**src/rtl/i2cbs_pkg.sv**
```systemverilog
`timescale 1ns / 1ps
`default_nettype none

package i2cbs_pkg;

    // command codes
    localparam logic [2:0] CMD_START    = 3'd0;
    localparam logic [2:0] CMD_STOP     = 3'd1;
    localparam logic [2:0] CMD_SEND     = 3'd2;
    localparam logic [2:0] CMD_WAIT_ACK = 3'd3;
    localparam logic [2:0] CMD_READ     = 3'd4;

    // slave that never pulls SDA low
    localparam logic [7:0] ACK_POLLS_NEVER   = 8'hFF;
    localparam logic [7:0] ACK_TIMEOUT_RESET = 8'd250;

    // longest command is a read with ack: 20 line states
    localparam int STEP_W = 5;
    localparam logic [STEP_W-1:0] STEP_MAX = 5'd19;

    typedef logic [STEP_W-1:0] step_t;

    typedef struct packed {
        logic scl;
        logic sda;
        logic last;
    } line_t;

endpackage

`default_nettype wire

```
**src/rtl/i2c_master_bit_sequencer_top.sv**
```systemverilog
`timescale 1ns / 1ps
`default_nettype none

// I2C master bit sequencer: each command transfer yields a run of SCL/SDA line
// states, one per output transfer, the final one flagged by last_of_run. Run
// lengths in line states: start and stop 3, send byte 16, wait-ack 3
// (acknowledged) or 6 (timed out, with a stop), read byte 20 with ack or 19
// with nack. A step counter walks the held command one line state per cycle
// while the output register can take it; the next command is taken in the
// cycle its predecessor's last line state enters the output register, so with
// the output side always ready runs follow each other with no gap. Codes 5 to 7
// are taken and produce nothing. ack_timeout_polls resets to 250.
module i2c_master_bit_sequencer_top
(
    input  wire logic       clk,
    input  wire logic       rst_n,

    input  wire logic       cfg_valid,
    output logic            cfg_ready,
    input  wire logic [7:0] cfg_data,

    input  wire logic       in_valid,
    output logic            in_ready,
    input  wire logic [2:0] command,
    input  wire logic [7:0] tx_byte,
    input  wire logic       send_ack,
    input  wire logic [7:0] rx_line_bits,
    input  wire logic [7:0] ack_high_polls,

    output logic            out_valid,
    input  wire logic       out_ready,
    output logic            scl_level,
    output logic            sda_level,
    output logic            last_of_run,
    output logic [7:0]      rx_byte,
    output logic            ack_failed
);

    logic [7:0]        ack_timeout_polls_reg;

    logic              busy_reg;
    logic [2:0]        cmd_reg;
    logic [7:0]        tx_reg;
    logic              ack_reg;
    logic [7:0]        rx_reg;
    logic              failed_reg;
    i2cbs_pkg::step_t  step_reg;

    logic              scl_state_reg;
    logic              sda_state_reg;

    logic              out_valid_reg;
    logic              scl_reg;
    logic              sda_reg;
    logic              last_reg;
    logic [7:0]        rx_byte_reg;
    logic              ack_failed_reg;

    logic              advance;
    logic              accept;
    logic              known_cmd;
    logic              failed_next;
    i2cbs_pkg::line_t  line;

    assign cfg_ready = 1'b1;

    assign advance   = busy_reg && (!out_valid_reg || out_ready);
    assign in_ready  = !busy_reg || (advance && line.last);
    assign accept    = in_valid && in_ready;
    assign known_cmd = (command inside {i2cbs_pkg::CMD_START, i2cbs_pkg::CMD_STOP,
                                        i2cbs_pkg::CMD_SEND, i2cbs_pkg::CMD_WAIT_ACK,
                                        i2cbs_pkg::CMD_READ});
    assign failed_next = (ack_high_polls == i2cbs_pkg::ACK_POLLS_NEVER)
                      || (ack_high_polls > ack_timeout_polls_reg);

    i2cbs_step u_step
    (
        .cmd       (cmd_reg),
        .tx_byte   (tx_reg),
        .send_ack  (ack_reg),
        .failed    (failed_reg),
        .step      (step_reg),
        .scl_state (scl_state_reg),
        .sda_state (sda_state_reg),
        .line      (line)
    );

    always_ff @(posedge clk or negedge rst_n)
    begin
        if (!rst_n)
        begin
            ack_timeout_polls_reg <= i2cbs_pkg::ACK_TIMEOUT_RESET;
        end
        else if (cfg_valid && cfg_ready)
        begin
            ack_timeout_polls_reg <= cfg_data;
        end
    end

    // command register and step counter
    always_ff @(posedge clk or negedge rst_n)
    begin
        if (!rst_n)
        begin
            busy_reg <= 1'b0;
            step_reg <= '0;
        end
        else if (accept)
        begin
            busy_reg <= known_cmd;
            step_reg <= '0;
        end
        else if (advance)
        begin
            busy_reg <= !line.last;
            step_reg <= step_reg + 5'd1;
        end
    end

    always_ff @(posedge clk)
    begin
        if (accept)
        begin
            cmd_reg    <= command;
            tx_reg     <= tx_byte;
            ack_reg    <= send_ack;
            rx_reg     <= rx_line_bits;
            failed_reg <= failed_next;
        end
    end

    // lines as last driven
    always_ff @(posedge clk or negedge rst_n)
    begin
        if (!rst_n)
        begin
            scl_state_reg <= 1'b1;
            sda_state_reg <= 1'b1;
        end
        else if (advance)
        begin
            if (line.last && (cmd_reg == i2cbs_pkg::CMD_SEND))
            begin
                // hold SCL low and release SDA for the acknowledge
                scl_state_reg <= 1'b0;
                sda_state_reg <= 1'b1;
            end
            else
            begin
                scl_state_reg <= line.scl;
                sda_state_reg <= line.sda;
            end
        end
    end

    // output register
    always_ff @(posedge clk or negedge rst_n)
    begin
        if (!rst_n)
        begin
            out_valid_reg <= 1'b0;
        end
        else if (advance)
        begin
            out_valid_reg <= 1'b1;
        end
        else if (out_ready)
        begin
            out_valid_reg <= 1'b0;
        end
    end

    always_ff @(posedge clk)
    begin
        if (advance)
        begin
            scl_reg        <= line.scl;
            sda_reg        <= line.sda;
            last_reg       <= line.last;
            rx_byte_reg    <= (line.last && (cmd_reg == i2cbs_pkg::CMD_READ)) ? rx_reg : 8'd0;
            ack_failed_reg <= line.last && (cmd_reg == i2cbs_pkg::CMD_WAIT_ACK) && failed_reg;
        end
    end

    assign out_valid   = out_valid_reg;
    assign scl_level   = scl_reg;
    assign sda_level   = sda_reg;
    assign last_of_run = last_reg;
    assign rx_byte     = rx_byte_reg;
    assign ack_failed  = ack_failed_reg;

    a_step_range: assert property (@(posedge clk) disable iff (!rst_n)
        busy_reg |-> (step_reg <= i2cbs_pkg::STEP_MAX))
        else $error("step counter beyond longest run");

    a_send_leaves_lines: assert property (@(posedge clk) disable iff (!rst_n)
        (advance && line.last && (cmd_reg == i2cbs_pkg::CMD_SEND))
        |=> (!scl_state_reg && sda_state_reg))
        else $error("send did not leave SCL low and SDA released");

    a_fail_on_last: assert property (@(posedge clk) disable iff (!rst_n)
        (out_valid_reg && ack_failed_reg) |-> last_reg)
        else $error("ack failure flagged before end of run");

    a_rx_on_last: assert property (@(posedge clk) disable iff (!rst_n)
        (out_valid_reg && (rx_byte_reg != 8'd0)) |-> last_reg)
        else $error("read byte shown before end of run");

    a_no_overlap: assert property (@(posedge clk) disable iff (!rst_n)
        (busy_reg && !(advance && line.last)) |-> !in_ready)
        else $error("command taken while a run is in progress");

endmodule

`default_nettype wire

```
**src/rtl/i2cbs_step.sv**
```systemverilog
`timescale 1ns / 1ps
`default_nettype none

module i2cbs_step
(
    input  wire logic [2:0]     cmd,
    input  wire logic [7:0]     tx_byte,
    input  wire logic           send_ack,
    input  wire logic           failed,
    input  wire i2cbs_pkg::step_t step,
    input  wire logic           scl_state,
    input  wire logic           sda_state,
    output i2cbs_pkg::line_t    line
);

    logic       tx_bit;
    logic [2:0] bit_idx;

    assign bit_idx = 3'd7 - step[3:1];
    assign tx_bit  = tx_byte[bit_idx];

    always_comb
    begin
        line = '{scl: 1'b1, sda: 1'b1, last: 1'b1};
        case (cmd)
            i2cbs_pkg::CMD_START:
            begin
                line.scl  = (step != 5'd2);
                line.sda  = (step == 5'd0);
                line.last = (step == 5'd2);
            end
            i2cbs_pkg::CMD_STOP:
            begin
                line.scl  = (step == 5'd0) ? scl_state : 1'b1;
                line.sda  = (step == 5'd2);
                line.last = (step == 5'd2);
            end
            i2cbs_pkg::CMD_SEND:
            begin
                // low phase then high phase per bit, MSB first
                line.sda  = tx_bit;
                line.scl  = step[0] ? 1'b1 : ((step == 5'd0) ? scl_state : 1'b0);
                line.last = (step == 5'd15);
            end
            i2cbs_pkg::CMD_WAIT_ACK:
            begin
                if (failed)
                begin
                    // clock pulse, then a stop, then drop SCL with SDA released
                    case (step)
                        5'd0:    line = '{scl: scl_state, sda: 1'b1, last: 1'b0};
                        5'd1:    line = '{scl: 1'b1, sda: 1'b1, last: 1'b0};
                        5'd2:    line = '{scl: 1'b1, sda: 1'b0, last: 1'b0};
                        5'd3:    line = '{scl: 1'b1, sda: 1'b0, last: 1'b0};
                        5'd4:    line = '{scl: 1'b1, sda: 1'b1, last: 1'b0};
                        default: line = '{scl: 1'b0, sda: 1'b1, last: 1'b1};
                    endcase
                end
                else
                begin
                    case (step)
                        5'd0:    line = '{scl: scl_state, sda: 1'b1, last: 1'b0};
                        5'd1:    line = '{scl: 1'b1, sda: 1'b1, last: 1'b0};
                        default: line = '{scl: 1'b0, sda: 1'b1, last: 1'b1};
                    endcase
                end
            end
            i2cbs_pkg::CMD_READ:
            begin
                if (step < 5'd16)
                begin
                    // SDA held as last driven while the slave shifts out
                    line = '{scl: ~step[0], sda: sda_state, last: 1'b0};
                end
                else if (send_ack)
                begin
                    case (step)
                        5'd16:   line = '{scl: 1'b0, sda: 1'b0, last: 1'b0};
                        5'd17:   line = '{scl: 1'b1, sda: 1'b0, last: 1'b0};
                        5'd18:   line = '{scl: 1'b0, sda: 1'b0, last: 1'b0};
                        default: line = '{scl: 1'b0, sda: 1'b1, last: 1'b1};
                    endcase
                end
                else
                begin
                    case (step)
                        5'd16:   line = '{scl: 1'b0, sda: 1'b1, last: 1'b0};
                        5'd17:   line = '{scl: 1'b1, sda: 1'b1, last: 1'b0};
                        default: line = '{scl: 1'b0, sda: 1'b1, last: 1'b1};
                    endcase
                end
            end
            default:
            begin
                line = '{scl: scl_state, sda: sda_state, last: 1'b1};
            end
        endcase
    end

endmodule

`default_nettype wire

```
**config.mk**
```make
export PLATFORM = sky130hd
export DESIGN_NAME = i2c_master_bit_sequencer_top
export DESIGN_NICKNAME = d
export VERILOG_FILES = /design/src/rtl/i2cbs_pkg.sv /design/src/rtl/i2c_master_bit_sequencer_top.sv /design/src/rtl/i2cbs_step.sv
export SDC_FILE = /design/constraint.sdc
export NUM_CORES = 1
export LEC_CHECK = 0
export ABC_AREA = 1
export BUFFER_PORTS_ARGS = -buffer_cell sky130_fd_sc_hd__buf_2
export CAP_MARGIN = 20
export CORE_ASPECT_RATIO = 0.7
export CORE_MARGIN = 3
export CORE_UTILIZATION = 30
export CTS_BUF_LIST = sky130_fd_sc_hd__clkbuf_8 sky130_fd_sc_hd__clkbuf_16
export CTS_CLUSTER_DIAMETER = 150
export DETAILED_ROUTE_END_ITERATION = 8
export SYNTH_ARGS = -nofsm -noshare
export SYNTH_HDL_FRONTEND = slang
export SYNTH_SLANG_ARGS = --single-unit
```
**constraint.sdc**
```tcl
create_clock -name clk -period 5.4 [get_ports clk]
set_input_delay 1.08 -clock clk [delete_from_list [all_inputs] [get_ports clk]]
set_output_delay 1.08 -clock clk [all_outputs]
set_load 0.02 [all_outputs]
```
# Yosys cells after proc, flatten, opt, wreduce, memory -nomap -nowiden
# Index checks and enable logic that the tools add are counted.
[totals] inputBits=41 reg_bits=50 output_inout_bits=15 wordCells=83
[op_classes] eq_ne=18 reduce_logical=22 n_lt_le_gt_ge=3 n_addsub=2 n_bitwise=1 mux=21
[ops] cell="3-bit one-hot mux with 2 select lines" count=3
[ops] cell="5-bit equality test, second input constant" count=3
[ops] cell="3-bit one-hot mux with 5 select lines" count=1
[ops] cell="3-bit by 2-bit equality test with 1-bit output, second input constant" count=4
[ops] cell="5-bit by 2-bit equality test with 1-bit output, second input constant" count=2
[ops] cell="1-bit 2-to-1 mux" count=10
[ops] cell="5-bit 2-to-1 mux" count=2
[ops] cell="3-bit 2-to-1 mux" count=3
[ops] cell="3-bit one-hot mux with 3 select lines" count=1
[ops] cell="8-bit equality test, second input constant" count=1
[ops] cell="8-bit > comparator" count=1
[ops] cell="1-bit logical AND" count=7
[ops] cell="3-bit by 1-bit equality test with 1-bit output, second input constant" count=2
[ops] cell="3-bit equality test, second input constant" count=2
[ops] cell="3-bit logical NOT" count=2
[ops] cell="2-bit OR reduction" count=3
[ops] cell="5-bit by 1-bit adder with 5-bit output, second input constant" count=1
[ops] cell="5-bit by 1-bit equality test with 1-bit output, second input constant" count=1
[ops] cell="5-bit by 3-bit equality test with 1-bit output, second input constant" count=1
[ops] cell="5-bit by 4-bit equality test with 1-bit output, second input constant" count=1
[ops] cell="5-bit logical NOT" count=1
[ops] cell="5-bit < comparator, second input constant" count=1
[ops] cell="5-bit by 2-bit != test with 1-bit output, second input constant" count=1
[ops] cell="5-bit nonzero test" count=1
[ops] cell="7 further kinds" count=12

# Longest topological paths before layout
[logic_depth] ltp_word=10 depth_mapped=15 mapped_depth_nobuf=14

# By module
# A second synthesis with hierarchy kept.
[hier_totals] hier_cells=282 hier_area_um2=2567.5
[modules_own_cells] module="i2c_master_bit_sequencer_top" area_per_inst_um2=2062.0 seq_area_each_um2=1426.4 instances=1 cells_per_inst=177
[modules_own_cells] module="i2cbs_step" area_per_inst_um2=505.5 seq_area_each_um2=0.0 instances=1 cells_per_inst=105

# Worst setup path before layout
# No wires, ideal clock.
[synth_timing] path_kind="input port to flip-flop" from="in out_ready" to="reg ack_reg (enable)" cell_stages=4 arrival_ns=2.856 path_slack_ns=2.138 setup_time_ns=0.406 cell_sequence="nor2_1 -> nor2_2 -> nand2_4 -> a21oi_1"
[synth_via] elab_chain_len=5
[synth_lines] item="start: declaration" line_no="i2c_master_bit_sequencer_top.sv:31" text="input wire logic out_ready,"
[synth_lines] item="1-bit logical OR" line_no="i2c_master_bit_sequencer_top.sv:67" text="assign advance = busy_reg && (!out_valid_reg || out_ready);"
[synth_lines] item="1-bit logical AND" line_no="i2c_master_bit_sequencer_top.sv:67"
[synth_lines] item="net advance" line_no="i2c_master_bit_sequencer_top.sv:59" text="logic advance;"
[synth_lines] item="1-bit logical AND" line_no="i2c_master_bit_sequencer_top.sv:68" text="assign in_ready = !busy_reg || (advance && line.last);"
[synth_lines] item="1-bit logical OR" line_no="i2c_master_bit_sequencer_top.sv:68"
[synth_lines] item="1-bit logical AND" line_no="i2c_master_bit_sequencer_top.sv:69" text="assign accept = in_valid && in_ready;"
[synth_lines] item="net accept" line_no="i2c_master_bit_sequencer_top.sv:60" text="logic accept;"
[synth_lines] item="end signal: assignment" line_no="i2c_master_bit_sequencer_top.sv:126" text="ack_reg <= send_ack;"
[synth_lines] item="end: declaration" line_no="i2c_master_bit_sequencer_top.sv:44" text="logic ack_reg;"
# The timed path passes the listed nets, and every way through them passes these cells.
# A chain may end at the register's enable or synchronous reset.

==> summary.md <==
| Metric | Value |
|---|---|
| Total setup buffers inserted after CTS | 0 |
| Area leader, netlist | edfxtp_1 |
| Final setup fails | 0 |
| Power Density | 468 nW/um2 |
| Power Internal | around 0.90 mW |
| Switching share of power | 0.376 |
| PnR worst setup slack | between 2 and 2.5 ns |
| Root Buffer | clkbuf_16 |
| Initial antenna violation count | 0 |
| Finished Core Util | 0.384 |
| Min cycle time layout | 3.35 ns |
| Die ar. | between 9000 and 10,000 um2 |
| DRC viols | 0 |
| Startpoint types | flip-flop |
| Hold wc startpoint | ack_timeout_polls_reg[6] |
| Top Ports | 56 |
| Diodes inserted | 0 |
| CTS Buf Count | 5 |
| Run status | finished, final reports clean |
| Max clock buf depth | 2 |
| Cell count after synthesis | 264 |
| Row cnt | 27 |
| Post-synthesis sequential area ratio | 0.559 |
| Worst VDD drop | 0.221 mV |
| Fin nets | approximately 380 |
| Final hold vios | 0 |
| Synth Cell Area | 2550 um2 |
| Hold endpoint | ack_timeout_polls_reg[6] |
| Peak Freq | 0.298 GHz |
| Setup repair after global routing missed its margin | no |
| Crit path capture type | output port |
| Clock share of power | 0.219 |
| CTS tree | done |
| R2R cell count | 12 |
| Core area | roughly 8100 um2 |
| DRT antenna net count | 0 |
| Largest net degree at the start of global routing | 21 |
| Yosys reg bits | 50 |
| LEAKAGE | about 1.5 nW |
| First-pass GRT wire length | 8890 um |
| Crit-path max FO | 10 |
| Hold depth | 2 |
| Flop-to-flop setup slack | 2.68 ns |
| Hpwl dp | 3970 um |
| DP Worst Slack | 2.31 ns |
| Die W | approximately 120 um |
| Syn avg cell area | 9.67 um2 |
| Starting Density | 0.316 |
| Htree depth | 2 |
| Area Overhead vs Synth | 21.4% |
| Worst EP arrival | 2.27 ns |
| Routed vias | 1,886 |
| PostCTS Resize Cnt | 0 |
| Syn Nets | 318 |
| Drt total wl | between 5000 and 6000 um |
| Yosys warns | 0 |
| Tot GR Track Use | 0.114 |
| Critical Path RT | approximately 4.3 ns |
| Setup_tns | 0 ns |
| TritonCTS Sinks | 50 |
| Vias per inst | roughly 4.4 |
| Drt first-iter violations | between 100 and 150 |
| Layout cells sized above 1 | 0.272 |
| RR Startpoint | step_reg[1] |
| Worst R2R End | tx_reg[2] |
| Overall power | 1.45 mW |
| Slew HR | 0.618 |
| Hold crit path type | flip-flop to flip-flop |
| DP Area | between 2000 and 3000 um2 |
| Hold buffer count at CTS | 0 |
| Worst-Margin Slew | 0.572 ns |
| Most common cell after layout, fill and taps aside | buf_2 |
| Period utilization | 0.621 |
| Count of different cell masters after synthesis | 32 |
| Seq pwr share | 0.425 |
| Remaining Overflow, GRT | 0 |
| Vias in the first global route | around 1,900 |
| Net switching power | 0.546 mW |
| Logic pwr share | 0.356 |
| Top-area cell type share of the netlist area | 0.388 |
| Max cap viols | 0 |
| Fin area | 3100 um2 |
| GPL Wtd Cong | 0.857 |
| DRT Pass-1 Iters | 4 |
| Clk_lat worst skew | 0.29 ns |
| IO Port Bufs | 54 |
| Die H | ~83 um |
| Clock slew at reported path FFs | around 0.060 ns |
| Drt wl/cell | 11.9 um |
| Worst Path Class, Setup | flip-flop to output port |
| Fill cell count | 791 |
| Top cells by area, synth | edfxtp_1, dfrtp_1, dfstp_2 |
| Most frequent cells in the layout | buf_2, nand2_1, inv_1, edfxtp_1, nor2_1 |
| Clock Skew | roughly 0.0074 ns |
| Max Slew Vio Count | 0 |
## final cells by class
cell class	instances	area (um2)	share of cell area
clock buffer	6	139	0.0448
clock inverter	2	12.5	0.00404
inverter	47	176	0.0569
multi-input combinational	163	927	0.299
sequential	50	1430	0.460
tap	101	126	0.0408
timing repair buffer	56	293	0.0944
## worst max-delay path, stage by stage, from the launching register on
cell and delay [ns]:
dfrtp_1 0.51, inv_1 0.18, ha_1 0.26, nand2_1 0.07, inv_1 0.04, nand2_1 0.08
a21oi_1 0.07, nor2_1 0.16, nand3_4 0.16, nand2_4 0.12, nand2_4 0.06, nand2_4 0.10
buf_2 0.18
## per-layer routing
metal	wire length, um	vias to the layer above	global-route usage
li1	-	980	-
met1	2570	839	0.172
met2	2100	62	0.162
met3	356	5	0.0291
met4	37	0	0.0253
met5	0	-	0
## metrics by stage
| step | hold slack, ns | instances |
|---|---|---|
| detailed placement | 0.488 | 417 |
| global route | 0.521 | 425 |
| global placement | 0.480 | 416 |
| CTS | 0.498 | 425 |
| finish | 0.491 | 425 |
| floorplan | 0.463 | 264 |
## cells by family (layout without fill, tap and decap cells)
family | Yosys count | in the layout | share of synthesized area
and+or+nand+nor | 105 | 105 | 0.195
buffers and inverters | 51 | 111 | 0.0799
DFF | 50 | 50 | 0.559
AOI/OAI and AO/OA | 40 | 40 | 0.0862
adders and majority gates | 13 | 13 | 0.0637
xor gates and xnor gates | 3 | 3 | 0.0103
other | 1 | 1 | 0.00147
muxes | 1 | 1 | 0.00441
## worst max-delay path by stage
stage	start	end	slack, ns
floorplan	out_ready	ack_reg	2.14
global placement	out_ready	in_ready	2.38
detailed placement	step_reg[1]	in_ready	2.31
CTS	step_reg[1]	in_ready	2.01
global route	step_reg[1]	in_ready	1.77
finish	step_reg[1]	in_ready	2.05
## power groups by stage
| stage | logic [mW] | registers [mW] | clock network, mW |
|---|---|---|---|
| 6_report | 0.516 | 0.617 | 0.317 |
| 5_1_grt | 0.591 | 0.632 | 0.342 |
| 3_3_place_gp | 0.503 | 0.625 | 0 |
| 4_1_cts | 0.521 | 0.618 | 0.322 |
| 2_1_floorplan | 0.347 | 0.642 | 0 |
| 3_5_place_dp | 0.517 | 0.626 | 0 |
## synth_stat cells, drive strengths merged
master	n
clkbuf	2
edfxtp	33
dfstp	8
o21a	3
ha	13
o211ai	1
buf	2
o21ai	20
or2	2
a21oi	14
a21boi	1
nand3	17
o221ai	1
conb	1
nand4	4
xor2	3
nand2	56
mux2	1
nor2	23
nor3	3
dfrtp	9
inv	47
(Power assumes the default switching activity.)
